<file path="config.mk">
export PLATFORM = sky130hd
export DESIGN_NAME = priority_queue_array
export DESIGN_NICKNAME = d
export VERILOG_FILES = /design/src/rtl/pqa_pkg.sv /design/src/rtl/pqa_ctrl.sv /design/src/rtl/pqa_dp.sv /design/src/rtl/priority_queue_array.sv
export VERILOG_INCLUDE_DIRS = /design/src /design/src/rtl
export SDC_FILE = /design/constraint.sdc
export NUM_CORES = 1
export LEC_CHECK = 0
export BUFFER_PORTS_ARGS = -buffer_cell sky130_fd_sc_hd__clkbuf_2
export CAP_MARGIN = 20
export CORE_UTILIZATION = 50
export CTS_CLUSTER_SIZE = 28
export DETAILED_ROUTE_END_ITERATION = 7
export GPL_TIMING_DRIVEN = 0
export PLACE_DENSITY_LB_ADDON = 0.05
export SLEW_MARGIN = 15
export SYNTH_ARGS = -nofsm -noshare
export SYNTH_HDL_FRONTEND = slang
export SYNTH_SLANG_ARGS = --single-unit
export TNS_END_PERCENT = 10
</file>
<file path="constraint.sdc">
create_clock -name clock -period 6.8 [get_ports clock]
set_input_delay 1.36 -clock clock [delete_from_list [all_inputs] [get_ports clock]]
set_output_delay 1.36 -clock clock [all_outputs]
set_load 0.005 [all_outputs]
</file>
<file path="src/rtl/priority_queue_array_assert.svh">
// Assertion macros shared by the priority queue RTL.
`ifndef PRIORITY_QUEUE_ARRAY_ASSERT_SVH
`define PRIORITY_QUEUE_ARRAY_ASSERT_SVH

// Check a condition at every clock edge outside reset.
`define PQA_ASSERT_NOW(label, cond, msg) \
   label: assert property (@(posedge clock) disable iff (reset) (cond)) else $error(msg);

// Check a consequence in the same cycle as its trigger.
`define PQA_ASSERT_IMPL(label, ante, cons, msg) \
   label: assert property (@(posedge clock) disable iff (reset) (ante) |-> (cons)) \
      else $error(msg);

// Check a consequence in the cycle after its trigger.
`define PQA_ASSERT_NEXT(label, ante, cons, msg) \
   label: assert property (@(posedge clock) disable iff (reset) (ante) |=> (cons)) \
      else $error(msg);

`endif

</file>
<file path="src/rtl/pqa_pkg.sv">
// Shared types and constants for the priority queue.
package pqa_pkg;

   localparam int QUEUE_DEPTH_DEFAULT = 16;

   localparam int VALUE_WIDTH    = 32;
   localparam int PRIORITY_WIDTH = 16;
   localparam int STATUS_WIDTH   = 2;

   // opcodes
   localparam logic OP_ENQ = 1'b0;
   localparam logic OP_DEQ = 1'b1;

   // result status codes
   localparam logic [STATUS_WIDTH-1:0] ST_DONE  = 2'd0;
   localparam logic [STATUS_WIDTH-1:0] ST_FULL  = 2'd1;
   localparam logic [STATUS_WIDTH-1:0] ST_EMPTY = 2'd2;

   // one queue entry as held in the slot memory
   typedef struct packed {
      logic [PRIORITY_WIDTH-1:0] pri;
      logic [VALUE_WIDTH-1:0]    val;
   } pqa_slot_type;

   // controller to datapath
   typedef struct packed {
      logic accept;
      logic scan;
      logic shift;
      logic load_rsp;
   } pqa_cmd_type;

   // datapath to controller
   typedef struct packed {
      logic deq_run;
      logic scan_last;
      logic shift_done;
   } pqa_sts_type;

endpackage

</file>
<file path="src/rtl/pqa_ctrl.sv">
// Controller state machine of the priority queue.
`include "priority_queue_array_assert.svh"

module pqa_ctrl (
   input  logic                 clock,
   input  logic                 reset,
   input  logic                 req_valid,
   output logic                 req_stall,
   output logic                 rsp_valid,
   input  logic                 rsp_stall,
   input  pqa_pkg::pqa_sts_type sts,
   output pqa_pkg::pqa_cmd_type cmd
);

   typedef enum logic [3:0] {
      S_IDLE   = 4'b0001,
      S_SCAN   = 4'b0010,
      S_SHIFT  = 4'b0100,
      S_FINISH = 4'b1000
   } state_type;

   state_type state_ff;
   state_type state_in;
   logic      rsp_valid_ff;
   logic      rsp_valid_in;

   always_comb begin
      cmd.accept   = req_valid && (state_ff == S_IDLE);
      cmd.scan     = (state_ff == S_SCAN);
      cmd.shift    = (state_ff == S_SHIFT);
      cmd.load_rsp = (state_ff == S_FINISH) && (!rsp_valid_ff || !rsp_stall);
   end

   assign req_stall = (state_ff != S_IDLE);
   assign rsp_valid = rsp_valid_ff;

   always_comb begin
      state_in = state_ff;
      unique case (state_ff)
         S_IDLE: begin
            if (cmd.accept) begin
               state_in = sts.deq_run ? S_SCAN : S_FINISH;
            end
         end
         S_SCAN: begin
            if (sts.scan_last) begin
               state_in = S_SHIFT;
            end
         end
         S_SHIFT: begin
            if (sts.shift_done) begin
               state_in = S_FINISH;
            end
         end
         S_FINISH: begin
            if (cmd.load_rsp) begin
               state_in = S_IDLE;
            end
         end
         default: begin
            state_in = S_IDLE;
         end
      endcase
   end

   assign rsp_valid_in = cmd.load_rsp || (rsp_valid_ff && rsp_stall);

   always_ff @(posedge clock) begin
      if (reset) begin
         state_ff     <= S_IDLE;
         rsp_valid_ff <= 1'b0;
      end else begin
         state_ff     <= state_in;
         rsp_valid_ff <= rsp_valid_in;
      end
   end

   `PQA_ASSERT_NEXT(a_accept_busy, cmd.accept, state_ff != S_IDLE, "accept left block idle")
   `PQA_ASSERT_IMPL(a_load_free, cmd.load_rsp, !(rsp_valid_ff && rsp_stall), "output overrun")
   `PQA_ASSERT_NEXT(a_load_valid, cmd.load_rsp, rsp_valid_ff, "loaded item not shown")

endmodule

</file>
<file path="src/rtl/pqa_dp.sv">
// Datapath of the priority queue: slot memory, fill count, scan and shift.
`include "priority_queue_array_assert.svh"

module pqa_dp #(
   parameter int QUEUE_DEPTH = pqa_pkg::QUEUE_DEPTH_DEFAULT
) (
   input  logic                                      clock,
   input  logic                                      reset,
   input  logic                                      req_opcode,
   input  logic signed [pqa_pkg::VALUE_WIDTH-1:0]    req_item_value,
   input  logic        [pqa_pkg::PRIORITY_WIDTH-1:0] req_item_priority,
   input  pqa_pkg::pqa_cmd_type                      cmd,
   output pqa_pkg::pqa_sts_type                      sts,
   output logic        [pqa_pkg::STATUS_WIDTH-1:0]   rsp_status,
   output logic signed [pqa_pkg::VALUE_WIDTH-1:0]    rsp_out_value
);

   localparam int ADDR_W = $clog2(QUEUE_DEPTH);
   localparam int FILL_W = $clog2(QUEUE_DEPTH + 1);

   pqa_pkg::pqa_slot_type mem [QUEUE_DEPTH];
   pqa_pkg::pqa_slot_type rd_data_ff;
   pqa_pkg::pqa_slot_type wr_data;
   logic [ADDR_W-1:0]     rd_addr;
   logic [ADDR_W-1:0]     wr_addr;
   logic                  wr_en;

   logic [FILL_W-1:0]     fill_ff;
   logic [FILL_W-1:0]     fill_in;
   logic [FILL_W-1:0]     fill_dec;
   logic [ADDR_W-1:0]     cmp_idx_ff;
   logic [ADDR_W-1:0]     cmp_idx_in;
   logic [ADDR_W-1:0]     pos_ff;
   logic [ADDR_W-1:0]     pos_in;
   logic [pqa_pkg::PRIORITY_WIDTH-1:0] best_pri_ff;
   logic [pqa_pkg::PRIORITY_WIDTH-1:0] best_pri_in;
   logic [pqa_pkg::STATUS_WIDTH-1:0]   res_status_ff;
   logic [pqa_pkg::STATUS_WIDTH-1:0]   res_status_in;
   logic [pqa_pkg::VALUE_WIDTH-1:0]    res_value_ff;
   logic [pqa_pkg::VALUE_WIDTH-1:0]    res_value_in;
   logic [pqa_pkg::STATUS_WIDTH-1:0]   rsp_status_ff;
   logic [pqa_pkg::VALUE_WIDTH-1:0]    rsp_value_ff;

   logic                  is_deq;
   logic                  empty;
   logic                  full;
   logic                  take_new;
   logic [ADDR_W-1:0]     last_idx;

   assign is_deq   = (req_opcode == pqa_pkg::OP_DEQ);
   assign empty    = (fill_ff == '0);
   assign full     = (fill_ff == FILL_W'(QUEUE_DEPTH));
   assign fill_dec = fill_ff - FILL_W'(1);
   assign last_idx = fill_dec[ADDR_W-1:0];
   // strict compare keeps the earliest entry among equal priorities
   assign take_new = (cmp_idx_ff == '0) || (rd_data_ff.pri > best_pri_ff);

   assign sts.deq_run    = is_deq && !empty;
   assign sts.scan_last  = (cmp_idx_ff == last_idx);
   assign sts.shift_done = (pos_ff == last_idx);

   always_comb begin
      fill_in       = fill_ff;
      cmp_idx_in    = cmp_idx_ff;
      pos_in        = pos_ff;
      best_pri_in   = best_pri_ff;
      res_status_in = res_status_ff;
      res_value_in  = res_value_ff;
      rd_addr       = '0;
      wr_en         = 1'b0;
      wr_addr       = fill_ff[ADDR_W-1:0];
      wr_data.pri   = req_item_priority;
      wr_data.val   = $unsigned(req_item_value);
      priority if (cmd.accept) begin
         res_value_in = '0;
         if (is_deq) begin
            if (empty) begin
               res_status_in = pqa_pkg::ST_EMPTY;
            end else begin
               res_status_in = pqa_pkg::ST_DONE;
               cmp_idx_in    = '0;
            end
         end else if (full) begin
            res_status_in = pqa_pkg::ST_FULL;
         end else begin
            res_status_in = pqa_pkg::ST_DONE;
            wr_en         = 1'b1;
            fill_in       = fill_ff + FILL_W'(1);
         end
      end else if (cmd.scan) begin
         if (take_new) begin
            pos_in       = cmp_idx_ff;
            best_pri_in  = rd_data_ff.pri;
            res_value_in = rd_data_ff.val;
         end
         cmp_idx_in = cmp_idx_ff + ADDR_W'(1);
         // on the last entry, fetch the one after the winner for the shift
         rd_addr    = sts.scan_last ? pos_in + ADDR_W'(1) : cmp_idx_ff + ADDR_W'(1);
      end else if (cmd.shift) begin
         if (sts.shift_done) begin
            fill_in = fill_dec;
         end else begin
            wr_en   = 1'b1;
            wr_addr = pos_ff;
            wr_data = rd_data_ff;
            pos_in  = pos_ff + ADDR_W'(1);
            rd_addr = pos_ff + ADDR_W'(2);
         end
      end
   end

   always_ff @(posedge clock) begin
      if (wr_en) begin
         mem[wr_addr] <= wr_data;
      end
      rd_data_ff <= mem[rd_addr];
   end

   always_ff @(posedge clock) begin
      if (reset) begin
         fill_ff <= '0;
      end else begin
         fill_ff <= fill_in;
      end
   end

   always_ff @(posedge clock) begin
      cmp_idx_ff    <= cmp_idx_in;
      pos_ff        <= pos_in;
      best_pri_ff   <= best_pri_in;
      res_status_ff <= res_status_in;
      res_value_ff  <= res_value_in;
      if (cmd.load_rsp) begin
         rsp_status_ff <= res_status_ff;
         rsp_value_ff  <= res_value_ff;
      end
   end

   assign rsp_status    = rsp_status_ff;
   assign rsp_out_value = $signed(rsp_value_ff);

   `PQA_ASSERT_NOW(a_fill_max, fill_ff <= FILL_W'(QUEUE_DEPTH), "fill count above depth")
   `PQA_ASSERT_NEXT(a_fill_dec, cmd.shift && sts.shift_done, fill_ff == FILL_W'($past(fill_ff) - 1), "dequeue did not drop one entry")
   `PQA_ASSERT_IMPL(a_best_order, cmd.scan && (cmp_idx_ff != '0), pos_ff < cmp_idx_ff, "best index ahead of scan")

endmodule

</file>
<file path="src/rtl/priority_queue_array.sv">
// Top level of the bounded, stable, max-first priority queue.
// Enqueue and empty/full answers go from accept via the finish state to the output register.
// A dequeue with entries held first scans them for the winner, then shifts later ones down.
// One item is handled at a time; the next is taken in the cycle after the result is loaded.
// The scan and the close-up both run through the one-read one-write slot memory.
// Reset empties the queue (fill count to zero); slot contents stay unset until written.
module priority_queue_array #(
   parameter int QUEUE_DEPTH = pqa_pkg::QUEUE_DEPTH_DEFAULT
) (
   input  logic                                      clock,
   input  logic                                      reset,
   // request channel
   input  logic                                      req_valid,
   output logic                                      req_stall,
   input  logic                                      req_opcode,
   input  logic signed [pqa_pkg::VALUE_WIDTH-1:0]    req_item_value,
   input  logic        [pqa_pkg::PRIORITY_WIDTH-1:0] req_item_priority,
   // response channel
   output logic                                      rsp_valid,
   input  logic                                      rsp_stall,
   output logic        [pqa_pkg::STATUS_WIDTH-1:0]   rsp_status,
   output logic signed [pqa_pkg::VALUE_WIDTH-1:0]    rsp_out_value
);

   // Command and status buses between the state machine and the datapath.
   pqa_pkg::pqa_cmd_type cmd;
   pqa_pkg::pqa_sts_type sts;

   // Sequence each item: take it in idle; for a dequeue from a non-empty queue,
   // scan for the best entry, close up the gap behind it, then load the output register.
   pqa_ctrl u_ctrl (
      .clock     (clock),
      .reset     (reset),
      .req_valid (req_valid),
      .req_stall (req_stall),
      .rsp_valid (rsp_valid),
      .rsp_stall (rsp_stall),
      .sts       (sts),
      .cmd       (cmd)
   );

   // Hold the entries in insertion order, track the running maximum during
   // the scan, shift later entries down one slot, and register the result.
   pqa_dp #(
      .QUEUE_DEPTH (QUEUE_DEPTH)
   ) u_dp (
      .clock             (clock),
      .reset             (reset),
      .req_opcode        (req_opcode),
      .req_item_value    (req_item_value),
      .req_item_priority (req_item_priority),
      .cmd               (cmd),
      .sts               (sts),
      .rsp_status        (rsp_status),
      .rsp_out_value     (rsp_out_value)
   );

endmodule
</file>
Word level (Yosys, flattened, before mapping)
Memories as Yosys holds them, arrays and structs flattened. A register that Yosys moved wholly into a read port is not among the register bits.
Cells that the tools add are included.
W data, S select, Z words.
{"block": "word_totals", "reg_bits": 102, "latchBits": 0, "ramBits": 768, "romBits": 0, "output_inout_bits": 36, "memories": 1}
{"name": "u_dp.mem", "words": 16, "width": 48, "rd": 1, "rd_ports_with_merged_regs": 1, "wr": 1, "line": "pqa_dp.sv:21", "source": "pqa_pkg::pqa_slot_type mem [QUEUE_DEPTH];"}
{"block": "op_classes", "addsub": 6, "n_mul": 0, "div_mod_pow": 0, "n_lt_le_gt_ge": 1, "n_eq_ne": 18, "shifts": 0, "muxes": 46, "bitwise_logic": 1, "reduce_logical": 22}
{"op": "$mux W48", "n": 4}
{"op": "$mux W4", "n": 24}
{"op": "$mux W5", "n": 6}
{"op": "$gt A16 B16 Y1", "n": 1}
{"op": "$pmux W4 S4", "n": 1}
{"op": "$add A4 B1 Y4 const B", "n": 3}
{"op": "$ne A2 B2 Y1 const B", "n": 6}
{"op": "$mux W1", "n": 9}
{"op": "$reduce_and A3 Y1", "n": 3}
{"op": "$eq A4 B4 Y1", "n": 2}
{"op": "$ne A2 B1 Y1 const B", "n": 4}
{"op": "$reduce_bool A2 Y1", "n": 4}
{"op": "$add A5 B1 Y5 const B", "n": 1}
{"op": "$eq A5 B5 Y1 const B", "n": 1}
{"op": "$logic_not A5 Y1", "n": 1}
{"op": "$reduce_and A5 Y1", "n": 1}
{"op": "$sub A5 B1 Y5 const B", "n": 1}
{"op": "$add A4 B2 Y4 const B", "n": 1}
{"op": "$eq A4 B1 Y1 const B", "n": 1}
{"op": "$eq A4 B2 Y1 const B", "n": 1}
{"op": "$eq A4 B3 Y1 const B", "n": 1}
{"op": "$eq A4 B4 Y1 const B", "n": 1}
{"op": "$logic_and A1 B1 Y1", "n": 4}
{"op": "$logic_not A4 Y1", "n": 1}
{"op": "other kinds (7)", "n": 12}

Longest topological paths before layout
{"block": "depth", "word_depth": 9, "mapped_depth": 21, "ltp_nobuf": 17}

Hierarchy
A second synthesis with hierarchy kept.
{"block": "hier_totals", "cells_unflattened": 1731, "hier_area_um2": 35675.5}
{"module": "pqa_dp", "instances": 1, "cells_per_inst": 1693, "area_each_um2": 35345.1, "seq_area_each_um2": 26565.5}
{"module": "pqa_ctrl", "instances": 1, "cells_per_inst": 38, "area_each_um2": 330.3, "seq_area_each_um2": 100.1}

Worst setup path before layout
OpenSTA, ideal clock, no wires.
{"block": "synth_path", "kind": "reg-to-reg", "startpoint": "register u_dp.fill_ff[0]", "endpoint": "memory u_dp.mem[1][0] in the netlist's numbering, enable pin", "setup_time_ns": 0.454, "arrival_time_ns": 4.262, "required_ns": 6.346, "setup_slack_ns": 2.084, "stages_incl_launch_ff": 11, "path_buffers": 3, "synth_period_minus_slack_ns": 4.716, "path_cell_list": "dfxtp_1 > clkbuf_1 > inv_1 > ha_1 > xnor2_1 > xnor2_1 > a31oi_1 > buf_2 > buf_1 > a31oi_1 > nor2_1"}
{"block": "synth_between", "elab_chain_len": 8, "elab_cells_between_ends": 15, "cone_classes": "add/sub (1); eq/ne (2); mux (12)"}
{"element": "from (decl)", "line": "pqa_dp.sv:28", "source": "logic [FILL_W-1:0] fill_ff;"}
{"element": "from (signal assigned)", "line": "pqa_dp.sv:123", "source": "fill_ff <= fill_in;"}
{"element": "$sub A5 B1 Y5", "line": "pqa_dp.sv:53", "source": "assign fill_dec = fill_ff - FILL_W'(1);"}
{"element": "$eq A4 B4 Y1", "line": "pqa_dp.sv:60", "source": "assign sts.shift_done = (pos_ff == last_idx);"}
{"element": "$mux W1", "line": "pqa_dp.sv:100", "source": "if (sts.shift_done) begin"}
{"element": "$mux W1", "line": "pqa_dp.sv:99", "source": "end else if (cmd.shift) begin"}
{"element": "$mux W1", "line": "pqa_dp.sv:90", "source": "end else if (cmd.scan) begin"}
{"element": "$mux W1", "line": "pqa_dp.sv:74", "source": "priority if (cmd.accept) begin"}
{"element": "$mux W1", "line": "pqa_dp.sv:113", "source": "if (wr_en) begin"}
{"element": "$mux W1 (not written as such)", "line": "pqa_dp.sv:114", "source": "mem[wr_addr] <= wr_data;"}
{"element": "to (decl)", "line": "pqa_dp.sv:21"}
Several ways; a longest one is shown, not always the timed one.

Worst setup path in the final report
{"block": "layout_path", "startpoint": "register, netlist name u_dp.rd_data_ff[47]", "endpoint": "register, netlist name u_dp.rd_data_ff[16]"}
{"block": "layout_between", "elab_chain_len": 9}
{"element": "$gt A16 B16 Y1", "line": "pqa_dp.sv:56", "source": "assign take_new = (cmp_idx_ff == '0) || (rd_data_ff.pri > best_pri_ff);"}
{"element": "$logic_or A1 B1 Y1", "line": "pqa_dp.sv:56"}
{"element": "$mux W4", "line": "pqa_dp.sv:91", "source": "if (take_new) begin"}
{"element": "$mux W4", "line": "pqa_dp.sv:90"}
{"element": "$mux W4", "line": "pqa_dp.sv:74"}
{"element": "$add A4 B1 Y4", "line": "pqa_dp.sv:98", "source": "rd_addr = sts.scan_last ? pos_in + ADDR_W'(1) : cmp_idx_ff + ADDR_W'(1);"}
{"element": "$mux W4", "line": "pqa_dp.sv:98"}
{"element": "$mux W4", "line": "pqa_dp.sv:90"}
{"element": "$mux W4", "line": "pqa_dp.sv:74"}
No other way between the ends. The select of a mux whose other input is x is not followed.
A chain may end at the register's enable or synchronous reset.

==> flow_summary_export.csv <==
group,metric,value,unit
clock_tree,worstSkewPairLatency,0.64,ns
sta,number_of_endpoints_with_negative_hold_slack_in_the_final_report,0,
sta,count_of_endpoints_failing_setup_in_the_final_report,0,
sta,rsz0062_at_grt,"no",
worst_setup_path,r2r_start,"u_dp.rd_data_ff[47]",
worst_setup_path,ff2ff_setup_slack,0.66,ns
sta,worst_pin_slew,1.113,ns
floorplan,io_pins,89,
floorplan,chipHeight,272.1,um
logic_synthesis,syn_nets,2534,
floorplan,core_region_area,71850,um2
clock_tree,tritoncts,"done",
hold_path,worst_hold_path.num_cells,0,
drt,met3_length,6.433,mm
global_routing,grt_overflow_total,0,
placed_design,dpl.hpwl,62.23,mm
sta,final.setup.worst_slack,0.6617,ns
drt,postRouteAntennaNets,0,
clock_tree,cts_post_setup_buffers_inserted,0,
sta,fmax,162.9,MHz
logic_synthesis,ys_ff_latch,918,
sta,max_slew_margin,25.44,%
sta,fin_skew,0.01626,ns
drt,route.top_layer_used,"met4",
drt,drcViolationCount,0,
logic_synthesis,synth_enable_flop_cells,828,
clock_tree,clock_tree.htree_level_count,3,
drt,detailroute.wirelength.met2,44.01,mm
logic_synthesis,synth_area,36480,um2
hold_path,hp-start,"u_dp.res_value_ff[14]",
clock_tree,clkTransAtPathRegs,0.06,ns
logic_synthesis,synth_ff_type,"edfxtp_1",
clock_tree,numClockSinks,918,
placed_design,io_buffer_count,87,
logic_synthesis,seq_area_frac_synth,73.10,%
clock_tree,cts-root-to-sink-buffers,3,
hold_path,worstHoldEndpoint,"u_dp.rsp_out_value[14]",
layout,seqCellArea,26670,um2
floorplan,die_w,272.1,um
logic_synthesis,asyncSetResetFlopFracSynth,0,%
layout,finish.net_count,2764,
worst_setup_path,crit_arrival,6.70,ns
sta,period_minus_slack,6.138,ns
drt,drt_iter0_markers,2090,
pwr,power_per_cell_area,303.0,nW/um2
hold_path,hp-class,"flop to flop",
placed_design,placedCellCount,3537,
layout,areaGrowthSynthToFinish,16.42,%
job,max_capacitance_violation_count,0,
drt,wirelength,95.09,mm
pwr,p_leak,14.82,nW
drt,avgViaCountPerCell,5.739,
clock_tree,post_cts_hold_buffer_count,0,
logic_synthesis,synthesis.instances,2457,
worst_setup_path,critical_path.reg2reg.endpoint,"u_dp.rd_data_ff[16]",
layout,multi_input_area,9141,um2
global_routing,antenna_found_initial,1,
global_routing,grt_pass1_vias,21080,
floorplan,initial_core_util,50.77,%
layout,post_layout_nonfiller_instances,3718,
sta,post-route-period-util,90.27,%
global_routing,largest_net_degree_at_the_start_of_global_routing,25,
placed_design,dpl_worst_slack,0.7640,ns
worst_setup_path,critical_path.max_fanout,10,
worst_setup_path,worst_setup_path_start_kind,"flop",
logic_synthesis,synth.lib_cells_used.distinct,57,
clock_tree,post_cts_resize_count,0,
sta,final_max_slew_viol_count,0,
drt,first_pass_iters,6,
clock_tree,cts-root-buf,"clkbuf_16",
global_routing,grt_first_pass_wirelength,138.7,mm
clock_tree,cts_made_buffers,96,
layout,layout_cells_sized_above_1,18.17,%
floorplan,row_count,98,
worst_setup_path,worst_ep_required_time,7.36,ns
layout,most-common-layout-cells,"828 x edfxtp_1, 475 x nand2_1, 241 x mux2i_1",
global_routing,groute.usage.overall,25.79,%
logic_synthesis,ys_warn_count,0,
floorplan,die_footprint,74040,um2
worst_setup_path,worst_setup_ep_type,"flop",
drt,wl_met1,42.11,mm
layout,mostFrequentLayoutCell,"edfxtp_1",
worst_setup_path,r2r_cells,18,
worst_setup_path,critical_path_class,"flop to flop",
drt,vias,21340,
placed_design,gpl.final_weighted_congestion,0.8168,
logic_synthesis,synthesis.area_per_instance,14.85,um2
run_status,status,"finished, final reports clean",
drt,post_drt_wl_per_cell,25.58,um
layout,num-fill-cells,5508,
pwr,power.ir.vdd_worst,0.2196,mV
layout,antenna_cells,0,
synth_stat cells, drive strengths merged, types with 4 or more instances:
cell	number	area share, %
dfxtp	90	4.9
nand4	5	0.10
buf	65	1.1
a32oi	49	1.2
nor3	8	0.12
xnor2	14	0.34
nor4b	4	0.11
and2	5	0.086
a31oi	8	0.14
o21ai	57	0.78
o211ai	50	1.7
edfxtp	828	68
inv	28	0.29
clkbuf	77	0.79
nand3	105	1.4
mux2	97	3.0
nor2	40	0.41
a21oi	145	2.0
ha	24	0.82
mux2i	241	6.6
nand2	475	4.9
metrics by stage:
step | utilization (%) | hold slack [ns] | TNS, ns | power [mW] | area, um2
5_1_grt | 59.10 | 0.4370 | 0 | 13.27 | 42470
3_5_place_dp | 54.60 | 0.4115 | 0 | 7.681 | 39230
3_3_place_gp | 53.03 | 0.4101 | -892.07 | 7.604 | 38100
4_1_cts | 59.08 | 0.4232 | 0 | 12.95 | 42450
6_report | 59.10 | 0.4222 | 0 | 12.87 | 42470
2_1_floorplan | - | 0.4003 | 0 | 7.226 | 36480
power by group:
group | internal, mW | leakage [nW] | switching (mW)
sequential | 6.40 | 8.21 | 0.0987
clock | 3.17 | 1.58 | 2.12
combinational | 0.373 | 5.03 | 0.698
total | 9.95 | 14.8 | 2.92
cell families after synthesis:
logic type	count (synthesis)	synth area share (%)
adders and majority gates	24	0.8232
xor gates and xnor gates	19	0.5317
muxes	338	9.608
and+or+nand+nor	665	7.608
AOI/OAI and AO/OA	323	6.130
DFF	918	73.10
buffers and inverters	170	2.199
state kept, by name (all words and copies together), names as in the netlist:
signal and cells:
u_dp.pos_ff 4, u_dp.fill_ff 5, u_dp.res_value_ff 32, u_dp.res_status_ff 2, u_dp.rsp_status 2, u_ctrl.state_ff 4
u_dp.rd_data_ff 48, u_dp.best_pri_ff 16, u_ctrl.rsp_valid 1, u_dp.cmp_idx_ff 4, u_dp.rsp_out_value 32, u_dp.mem 768
worst max-delay path by stage:
stage	cells after the start	slack, ns	from	endpoint
2_1_floorplan	10	2.08	u_dp.fill_ff[0]	u_dp.mem[1][0]
3_3_place_gp	10	-1.80	u_dp.fill_ff[0]	u_dp.mem[6][19]
3_5_place_dp	18	0.76	u_dp.rd_data_ff[47]	u_dp.rd_data_ff[45]
4_1_cts	18	0.68	u_dp.rd_data_ff[47]	u_dp.rd_data_ff[45]
5_1_grt	18	0.44	u_dp.rd_data_ff[47]	u_dp.rd_data_ff[16]
6_report	18	0.66	u_dp.rd_data_ff[47]	u_dp.rd_data_ff[16]
layout make-up:
type / count / area share (%)
Tap cell: 950 / 2.799
Multi-Input combinational cell: 1369 / 21.52
Sequential cell: 918 / 62.79
Timing Repair Buffer: 132 / 3.409
Clock buffer: 131 / 6.402
Inverter: 28 / 0.2475
Buffer: 142 / 1.644
Clock inverter: 48 / 1.184
layer usage:
layer,GRT usage (%),up-vias
met1,36.97,10770
met3,4.514,140
met2,40.46,767
li1,-,9663
met4,7.762,0
met5,0,-
worst max-delay path: stages, from the launching register on:
cell and delay, ns:
dfxtp_1 0.37, ha_1 0.35, nand4_2 0.18, nor4_1 0.70, a21boi_1 0.44, o31a_1 0.31
buf_6 0.18, nor2_1 0.09, nand2_1 0.16, o21ai_0 0.15, ha_1 0.28, or3_1 0.38
a211o_1 0.29, nand2_1 0.14, o21a_1 0.22, clkbuf_1 0.79, clkbuf_1 0.55, o21ai_0 0.31
o211ai_2 0.16
(Power assumes the default switching activity.)
